<file path="config.mk">
export PLATFORM = sky130hd
export DESIGN_NAME = sst_cell
export DESIGN_NICKNAME = d
export VERILOG_FILES = /design/src/rtl/core/sst_pkg.sv /design/src/rtl/core/sst_cell.sv
export SDC_FILE = /design/constraint.sdc
export NUM_CORES = 1
export LEC_CHECK = 0
export BUFFER_PORTS_ARGS = -buffer_cell sky130_fd_sc_hd__buf_2
export CAP_MARGIN = 20
export CORE_MARGIN = 2
export CORE_UTILIZATION = 30
export DETAILED_ROUTE_END_ITERATION = 7
export GPL_TIMING_DRIVEN = 1
export SLEW_MARGIN = 10
export SYNTH_ARGS = -nofsm -noshare
export SYNTH_HDL_FRONTEND = slang
export SYNTH_SLANG_ARGS = --single-unit
</file>
<file path="constraint.sdc">
create_clock -name clock -period 5.19 [get_ports clock]
set_input_delay 0.519 -clock clock [delete_from_list [all_inputs] [get_ports clock]]
set_output_delay 0.519 -clock clock [all_outputs]
set_load 0.1 [all_outputs]
</file>
<file path="src/rtl/core/sst_pkg.sv">
// Shared types and constants for the sorted set table.
package sst_pkg;

   localparam int SST_CAPACITY = 64;

   localparam logic [1:0] CMD_ADD    = 2'd0;
   localparam logic [1:0] CMD_REMOVE = 2'd1;
   localparam logic [1:0] CMD_QUERY  = 2'd2;

   // Per-cycle control broadcast to every cell
   typedef struct packed {
      logic capture;   // latch compare flags against the incoming key
      logic ins;       // open a slot at the insert point and shift up
      logic del;       // close the slot of the matching key and shift down
   } sst_ctl_type;

endpackage

</file>
<file path="src/rtl/core/sst_cell.sv">
// One table slot: holds a key, compares it with the request and shifts with its neighbors.
module sst_cell
   import sst_pkg::*;
#(
   parameter int CNT_W = 7,
   parameter int INDEX = 0
) (
   input  logic               clock,
   input  sst_ctl_type        ctl,
   input  logic [CNT_W-1:0]   count,
   input  logic signed [31:0] cmp_value,
   input  logic signed [31:0] ins_value,
   input  logic signed [31:0] left_key,
   input  logic               left_lt,
   input  logic signed [31:0] right_key,
   output logic signed [31:0] key,
   output logic               lt,
   output logic               eq
);

   localparam logic [CNT_W-1:0] IDX = CNT_W'(INDEX);

   logic signed [31:0] key_ff, key_in;
   logic               lt_ff, lt_in;
   logic               eq_ff, eq_in;
   logic               occupied;

   assign occupied = (IDX < count);

   always_comb begin
      lt_in  = lt_ff;
      eq_in  = eq_ff;
      key_in = key_ff;
      if (ctl.capture) begin
         lt_in = occupied && (key_ff < cmp_value);
         eq_in = occupied && (key_ff == cmp_value);
      end
      // Entries below the insert/remove point keep their place
      if (ctl.ins && !lt_ff) begin
         key_in = left_lt ? ins_value : left_key;
      end else if (ctl.del && !lt_ff) begin
         key_in = right_key;
      end
   end

   always_ff @(posedge clock) begin
      key_ff <= key_in;
      lt_ff  <= lt_in;
      eq_ff  <= eq_in;
   end

   assign key = key_ff;
   assign lt  = lt_ff;
   assign eq  = eq_ff;

endmodule

</file>
-- Yosys cells after proc, flatten, opt, wreduce, memory -nomap -nowiden
Index checks and enable logic that the tools add are counted.
- add/sub/neg operators: 0
- multipliers: 0
- div/mod/pow operators: 0
- $lt $le $gt $ge: 2
- equal/unequal tests: 1
- shift operators: 0
- muxes and demuxes: 3
- bitwise gates (word level): 0
- reduce and logical (&&, ||, !) cells: 6
- operator list (operator ; number):
    2-to-1 mux 32 bit ; 3
    equality test 32 bit ; 1
    less-than comparator 32 bit ; 1
    less-than comparator 1 x 7 -> 1 bit (first input constant) ; 1
    logical AND 1 bit ; 4
    nonzero test 2 bit ; 1
    logical NOT 1 bit ; 1
- register bits after elaboration: 34
- latch bits: 0
- memory bits (writable): 0
- ROM bits: 0
- input bits: 140
- output and inout port bits: 34
- logic and storage cells: 15
- memories: 0

-- Longest topological paths before layout
Gate-level depths: netlist of run 1.
- depth after elaboration: 4
- gate-level depth with buffers: 7
- depth with buffers taken out: 7

-- Least setup slack after synthesis of run 1
OpenSTA, ideal clock, no wires.
- path kind: flip-flop to flip-flop
- start point: register lt_ff, in the netlist lt
- end point: register key_ff[0], in the netlist key[0], enable pin
- library setup time: 0.422 ns
- arrival time: 2.307 ns
- data required time: 4.768 ns
- path slack: 2.461 ns
- cell stages (with the launch flop): 2
- buffers on the path: 0
- clock period less this slack: 2.729 ns
- cell sequence: edfxtp_1 nor2_1
- longest elaborated chain between the ends: 3
- elaborated cells on any way between the ends: 4
- those cells by class: reduce/logical: 4
- ends and longest elaborated chain (what ; line ; source):
    start, declared ; sst_cell.sv:24 ; logic lt_ff, lt_in;
    start signal, assigned ; sst_cell.sv:48 ; lt_ff <= lt_in;
    logical NOT 1 bit * ; sst_cell.sv:39, sst_cell.sv:41 ;
    logical AND 1 bit, on equally long branches ; sst_cell.sv:39, sst_cell.sv:41 ;
    nonzero test 2 bit (no source line) * ; - ;
    end signal, assigned ; sst_cell.sv:47 ; key_ff <= key_in;
    end, declared ; sst_cell.sv:23 ; logic signed [31:0] key_ff, key_in;
Mark *: on every way between the ends. The rest lies on a longest branch, timed or not.
A chain may end at the register's enable or synchronous reset.

-- Worst setup path after layout of run 1
- start point: register key_ff[31], in the netlist key[31]
- end point: register lt_ff, in the netlist lt (data pin)
- longest elaborated chain between the ends: 2
- ends and longest elaborated chain (what ; line ; source):
    less-than comparator 32 bit ; sst_cell.sv:35 ; lt_in = occupied && (key_ff < cmp_value);
    logical AND 1 bit ; sst_cell.sv:35 ;
Every way passes these cells.

==> qor.tcl, run 1 <==
set qor(period_share_pct) 44.1
set qor(clk_transition_reported_paths_ns) 0.07
set qor(syn_inst) 265
set qor(initial_core_utilization_pct) 30.9
set qor(ctsResizeCount) 0
set qor(unrepaired_setup_endpoints_after_global_routing) {no}
set qor(core_region_mm2) 0.00822
set qor(fin_cells) 541
set qor(final_antenna_net_count) 0
set qor(postCtsSetupBuffers) 0
set qor(max-slew-margin-rel_pct) 33.9
set qor(globalplace.congestion) 0.833
set qor(path_class) {register to register}
set qor(cts_max_path_buffers) 2
set qor(async_reset_ff_share_pct) 0
set qor(num_rows) 33
set qor(drcViolationCount) 0
set qor(critPathLaunchType) {register}
set qor(hold_class) {input pin to register}
set qor(netlist.top_cell.by_area) {edfxtp_1}
set qor(required_time_of_the_critical_path_ns) 5.23
set qor(power.static_leakage_nw) 1.94
set qor(fin_skew_ns) 0.00455
set qor(report.final.hold_viol_count) 0
set qor(timing_max_transition_violations_final) 0
set qor(grt_pass1_wl_um) 10600
set qor(synth_enable_flop_cells) 34
set qor(gr-usage-all-layers_pct) 15.0
set qor(worst-endpoint-arrival_ns) 2.33
set qor(first_pass_iters) 4
set qor(cts_tree) {done}
set qor(synth.yosys.warnings) 0
set qor(maximum_vdd_drop_mv) 0.149
set qor(root_buffer) {clkbuf_8}
set qor(syn_area_mm2) 0.00254
set qor(filler_cell_count) 817
set qor(area.growth.synth_to_final_pct) 43.3
set qor(die_width_um) 96.0
set qor(synth.net_count) 437
set qor(synth.area.top_cells) {edfxtp_1 (40%), ha_1 (16%), mux2i_1 (13%)}
set qor(post_drt_via_cell_ratio) 4.48
set qor(wl_per_cell_um) 12.8
set qor(number_of_flip_flops_and_latches_in_the_synthesized_netlist) 34
set qor(layout_min_cycle_time_ns) 2.29
set qor(n_antenna_cell) 0
set qor(clock_insertion_delay_worst_skew_ns) 0.28
set qor(finalSetupViolations) 0
set qor(buffer_ports.inserted) 173
set qor(max-cap-violations) 0
set qor(cp-end-kind) {register}
set qor(timing.fmax_mhz) 437
set qor(numPlacedInstances) 532
set qor(clock_sink_count) 34
set qor(cts-buffers-inserted) 5
set qor(dp_hpwl_um) 5770
set qor(proportion_of_layout_cells_with_a_drive_suffix_above_1_pct) 42.9
set qor(mostFrequentLayoutCell) {buf_2}
set qor(grt_antenna_before_repair) 0
set qor(hold-worst-slack_ns) 0.467
set qor(cts.hold.buffers_added) 0
set qor(die_y_um) 96.0
set qor(power.density_cell_area_mw_per_mm2) 315
set qor(clock_tree.htree_level_count) 2
set qor(synth.distinct_cells) 25
set qor(die_area_mm2) 0.00921
set qor(detailedRoute.firstIterationViolations) 48
set qor(route.vias.total) 2425
set qor(synth_seq_area_share_pct) 40.2
set qor(area.sequential_mm2) 0.00102
set qor(setup_tns_ns) 0
set qor(post_synth_top_area_share_pct) 40.2
set qor(grt_pass1_vias) 2420
set qor(final_cell_mix) {buf_2 (173), nand2_1 (42), edfxtp_1 (34)}
set qor(floorplan.io_pins) 174
set qor(maximum_fanout_encountered_on_the_critical_timing_path) 3
set qor(outcome) {finished clean}
set qor(max_slew.worst_pin.slew_ns) 0.992
set qor(synth_ff_type) {edfxtp_1}
set qor(synth_area_per_cell_um2) 9.58
set qor(drt_wl_total_um) 6950
set qor(grt_start_max_net_pins) 65
set qor(globalRouteOverflowTotal) 0
set qor(layout.nets) 607
set qor(multiInputGateArea_mm2) 0.00136
## report_power, final
part / switching, mW / leakage, nW / internal, mW
sequential: 0.0211 / 0.333 / 0.356
combinational: 0.394 / 1.55 / 0.134
clock: 0.0985 / 0.0579 / 0.141
total: 0.514 / 1.94 / 0.631
## through the flow
stage / worst slack [ns] / area (µm²) / util, % / power [mW]
floorplan: 2.46 / 2540 / - / 0.781
global placement: 2.70 / 3500 / 42.6 / 0.907
detailed placement: 2.64 / 3500 / 42.6 / 0.913
CTS: 2.80 / 3610 / 43.9 / 1.15
global route: 2.65 / 3640 / 44.3 / 1.21
finish: 2.90 / 3640 / 44.3 / 1.14
## worst paths after layout
| check | slack, ns | depth (start not counted) | from | to |
|---|---|---|---|---|
| min | 0.47 | 1 | ctl[2] | eq |
| max | 2.90 | 6 | key[31] | lt |
| min reg2reg | 0.82 | 1 | lt | key[7] |
| max reg2reg | 2.90 | 6 | key[31] | lt |
## synthesized netlist by cell type (3+ instances only)
cell and n:
mux2i_1 32, nand4_1 4, nand2_1 42, o21ai_1 7, a21oi_1 14, clkbuf_1 8, ha_1 32, inv_1 33
buf_2 3, nand2b_1 3, nor2_1 5, o21ai_0 32, edfxtp_1 34
## registers in the layout, summed over array words and instances, names as in the netlist
name	flops
key	32
lt	1
eq	1
## area by class of cell
| cell class | count | share of cell area (%) |
|---|---|---|
| timing repair buffer | 174 | 24.6 |
| multi-input combinational | 187 | 37.4 |
| clock inverter | 3 | 1.10 |
| tap | 105 | 3.61 |
| sequential | 34 | 28.1 |
| inverter | 33 | 3.41 |
| clock buffer | 5 | 1.89 |
## layer usage
| metal | share of wire, % | GRT usage, % | up-vias | wire (µm) |
|---|---|---|---|---|
| met5 | 0 | 0 | - | 0 |
| met4 | 1.3 | 5.83 | 0 | 92 |
| met3 | 5.4 | 1.72 | 6 | 378 |
| met2 | 51 | 27.1 | 79 | 3520 |
| met1 | 43 | 18.0 | 1058 | 2960 |
| li1 | - | - | 1282 | - |
## worst max-delay path: stages (launching register included)
cell and delay, ns:
edfxtp_1 0.42, ha_1 0.33, nand4_1 0.16, nor4bb_1 0.51, nor2_1 0.07, a31oi_1 0.19, mux2_2 0.36
## logic make-up (layout without fill, tap and decap cells)
| family | after synthesis | count (layout) | share of synthesized area (%) |
|---|---|---|---|
| AO/OA/AOI/OAI | 58 | 58 | 11.9 |
| AND/OR/NAND/NOR | 64 | 64 | 12.4 |
| flip-flops | 34 | 34 | 40.2 |
| multiplexers | 33 | 33 | 13.1 |
| buffers and inverters | 44 | 215 | 6.65 |
| adder cells (fa/ha/maj) | 32 | 32 | 15.8 |
Note: power is estimated with default switching activity, not from simulation.
==> run 2, diff against run 1 <==
--- a/config.mk
+++ b/config.mk
@@ -5,6 +5,7 @@
 export SDC_FILE = /design/constraint.sdc
 export NUM_CORES = 1
 export LEC_CHECK = 0
+export ABC_AREA = 1
 export BUFFER_PORTS_ARGS = -buffer_cell sky130_fd_sc_hd__buf_2
 export CAP_MARGIN = 20
 export CORE_MARGIN = 2
==> constraint.sdc (replaced) <==
create_clock -name clock -period 2.1 [get_ports clock]
set_input_delay 0.21 -clock clock [delete_from_list [all_inputs] [get_ports clock]]
set_output_delay 0.21 -clock clock [all_outputs]
set_load 0.1 [all_outputs]
==> run 2 against run 1 <==
Net effect:
- sequential share of layout area shrank 0.71 points
- worst hold slack lost 0.30 ns
- flip-flop and latch count stayed put
- worst setup slack worse by 2.6 ns
- clock-buffer cell count is 1 higher
- cell area grew 2.6%
- global-route usage increased by 0.98 points
- core utilization down 0.85 points
- register-to-register slack worse by 2.6 ns
- critical path depth rose by 2
- final cell count grew 14%
==> qor.tcl, run 2 <==
set qor(combinationalPowerShare_pct) 48.1
set qor(power.static_leakage_nw) 2.00
set qor(share_seq_of_total_power_pct) 34.4
set qor(initial_core_utilization_pct) 30.5
set qor(max_slew.worst_pin.slew_ns) 0.571
set qor(yosys.area_share.xor_xnor_pct) 0
set qor(cts.hold.buffers_added) 0
set qor(synth_area_per_cell_um2) 7.81
set qor(p_int_mw) 1.43
set qor(root_buffer) {clkbuf_8}
set qor(cts_tree) {done}
set qor(timing_max_transition_violations_final) 0
set qor(synth_ff_type) {edfxtp_1}
set qor(layout_min_cycle_time_ns) 1.81
set qor(synth.yosys.warnings) 0
set qor(async_reset_ff_share_pct) 0
set qor(dp_hpwl_um) 6120
set qor(die_width_um) 97.5
set qor(hold_class) {input pin to register}
set qor(r2r_cells) 8
set qor(critPathLaunchType) {register}
set qor(num_rows) 34
set qor(synth_adder_area_share_pct) 15.3
set qor(synth_simple_gate_area_share_pct) 25.1
set qor(wl_per_cell_um) 11.9
set qor(timing.fmax_mhz) 551
set qor(ctsResizeCount) 0
set qor(post_drt_via_cell_ratio) 4.47
set qor(power.density_cell_area_mw_per_mm2) 717
set qor(floorplan.io_pins) 174
set qor(worst_r2r_endpoint) {lt}
set qor(slowest_stage) {edfxtp_1}
set qor(clk_transition_reported_paths_ns) 0.07
set qor(required_time_of_the_critical_path_ns) 2.14
set qor(period_share_pct) 86.4
set qor(largest_register_ffs) 32
set qor(first_pass_iters) 4
set qor(switching_share_pct) 46.5
set qor(report.final.hold_viol_count) 0
set qor(cts_max_path_buffers) 2
set qor(n_antenna_cell) 0
set qor(post_synth_top_area_share_pct) 38.9
set qor(synth.net_count) 508
set qor(proportion_of_layout_cells_with_a_drive_suffix_above_1_pct) 39.7
set qor(slowest_delay_ns) 0.44
set qor(clock_insertion_delay_worst_skew_ns) 0.28
set qor(grt_pass1_vias) 2889
set qor(die_y_um) 97.5
set qor(gr-usage-all-layers_pct) 16.0
set qor(syn_inst) 336
set qor(fin_skew_ns) 0.00369
set qor(buffer_ports.inserted) 173
set qor(final_design_area_no_fill_mm2) 0.00373
set qor(cp-end-kind) {register}
set qor(finalSetupViolations) 0
set qor(clock_tree.htree_level_count) 2
set qor(grt_pass1_wl_um) 12600
set qor(drcViolationCount) 0
set qor(outcome) {finished clean}
set qor(power_frac_clock_pct) 17.4
set qor(final_antenna_net_count) 0
set qor(synth_top_family_by_area) {simple AND/OR/NAND/NOR gates}
set qor(max-slew-margin-rel_pct) 61.9
set qor(number_of_flip_flops_and_latches_in_the_synthesized_netlist) 34
set qor(grt_antenna_before_repair) 0
set qor(synth_enable_flop_cells) 34
set qor(crit_path_cell_trace) {ha_4 -> nand2_2 -> nor2_4 -> nand4_2 -> nor2_1 -> nand2_2 -> a21oi_1 -> nor2_1}
set qor(clock_sink_count) 34
set qor(cp-endpoint) {lt}
set qor(worst_r2r_startpoint) {key[31]}
set qor(synth_seq_area_share_pct) 38.9
set qor(reg2reg_slack_ns) 0.29
set qor(mostFrequentLayoutCell) {buf_2}
set qor(globalRouteOverflowTotal) 0
set qor(layout.nets) 680
set qor(drt_wl_total_um) 7320
set qor(final_cell_mix) {buf_2 (173), nand2_1 (99), inv_1 (47)}
set qor(die_area_mm2) 0.00951
set qor(maximum_vdd_drop_mv) 0.293
set qor(synth_area_in_compound_gates_pct) 11.3
set qor(net_switching_power_mw) 1.24
set qor(cts-buffers-inserted) 5
set qor(maximum_fanout_encountered_on_the_critical_timing_path) 3
set qor(detailedRoute.firstIterationViolations) 62
set qor(globalplace.congestion) 0.787
set qor(post_synth_most_frequent_cells) {nand2_1 (99), inv_1 (47), nor2_1 (43)}
set qor(placement.cell_area_mm2) 0.00365
set qor(area.growth.synth_to_final_pct) 42.1
set qor(unrepaired_setup_endpoints_after_global_routing) {no}
set qor(worst-endpoint-arrival_ns) 1.85
set qor(grt_start_max_net_pins) 39
set qor(synth.area.top_cells) {edfxtp_1 (39%), ha_1 (15%), nand2_1 (14%)}
set qor(path_class) {register to register}
set qor(syn_area_mm2) 0.00263
set qor(netlist.top_cell.by_area) {edfxtp_1}
set qor(core_region_mm2) 0.00859
set qor(leading_cell_type_by_number_of_instances_after_synthesis) {nand2_1}
set qor(postCtsSetupBuffers) 0
set qor(synth.distinct_cells) 23
set qor(muxShareOfSynthArea_pct) 0
set qor(startpoint) {key[31]}
set qor(route.vias.total) 2760
set qor(hold-worst-slack_ns) 0.172
set qor(max-cap-violations) 0
## run 2: logic make-up after synthesis
family	count (synthesis)
compound gates	50
buf+inv	62
simple gates	158
fa+ha+maj	32
flops	34
## run 2: final cells by class
cell class / count / area (µm²)
fill: 877 / 4860
clock inverter: 2 / 8.76
tap: 108 / 135
sequential: 34 / 1020
inverter: 49 / 184
clock buffer: 6 / 72.6
multi-input combinational: 240 / 1410
timing repair buffer: 178 / 903
## run 2: through the flow
stage	worst slack [ns]	setup TNS (ns)	std cells	util [%]	total power, mW
final	0.286	0	617	43.4	2.67
after detailed placement	0.271	0	609	42.5	2.23
after CTS	0.259	0	617	43.4	2.71
after floorplan	-0.0617	-0.0617	336	-	1.92
after global placement	0.302	0	609	42.5	2.21
after global routing	0.102	0	617	43.4	2.85
## run 2: power by group through the flow
| stage | registers [mW] | logic, mW | clock network [mW] |
|---|---|---|---|
| floorplan | 1.52 | 0.397 | 0 |
| CTS | 0.922 | 1.30 | 0.491 |
| finish | 0.921 | 1.29 | 0.467 |
| detailed placement | 0.937 | 1.30 | 0 |
| global route | 0.933 | 1.40 | 0.522 |
| global placement | 0.931 | 1.28 | 0 |
## run 2: worst min path at each step
| stage | start | endpoint | slack (ns) | depth (start not counted) |
|---|---|---|---|---|
| final | ctl[2] | lt | 0.17 | 1 |
| after global routing | ctl[2] | lt | 0.16 | 1 |
| after CTS | ctl[2] | lt | 0.16 | 1 |
| after detailed placement | ctl[2] | eq | 0.46 | 1 |
| after global placement | ctl[2] | eq | 0.47 | 1 |
| after floorplan | ctl[2] | eq | 0.32 | 0 |
## run 2: critical path, delay by kind of cell (launching register included)
family          cells  cell delay, ns
simple gates        6            0.69
flops               1            0.44
fa+ha+maj           1            0.31
compound gates      1            0.14
## run 2: per-layer routing
metal	part of all wire (%)	global-route usage (%)	vias up
met5	0	0	-
met4	1.3	4.49	0
met3	7.1	3.24	8
met2	50	29.2	107
met1	42	18.9	1195
li1	-	-	1450
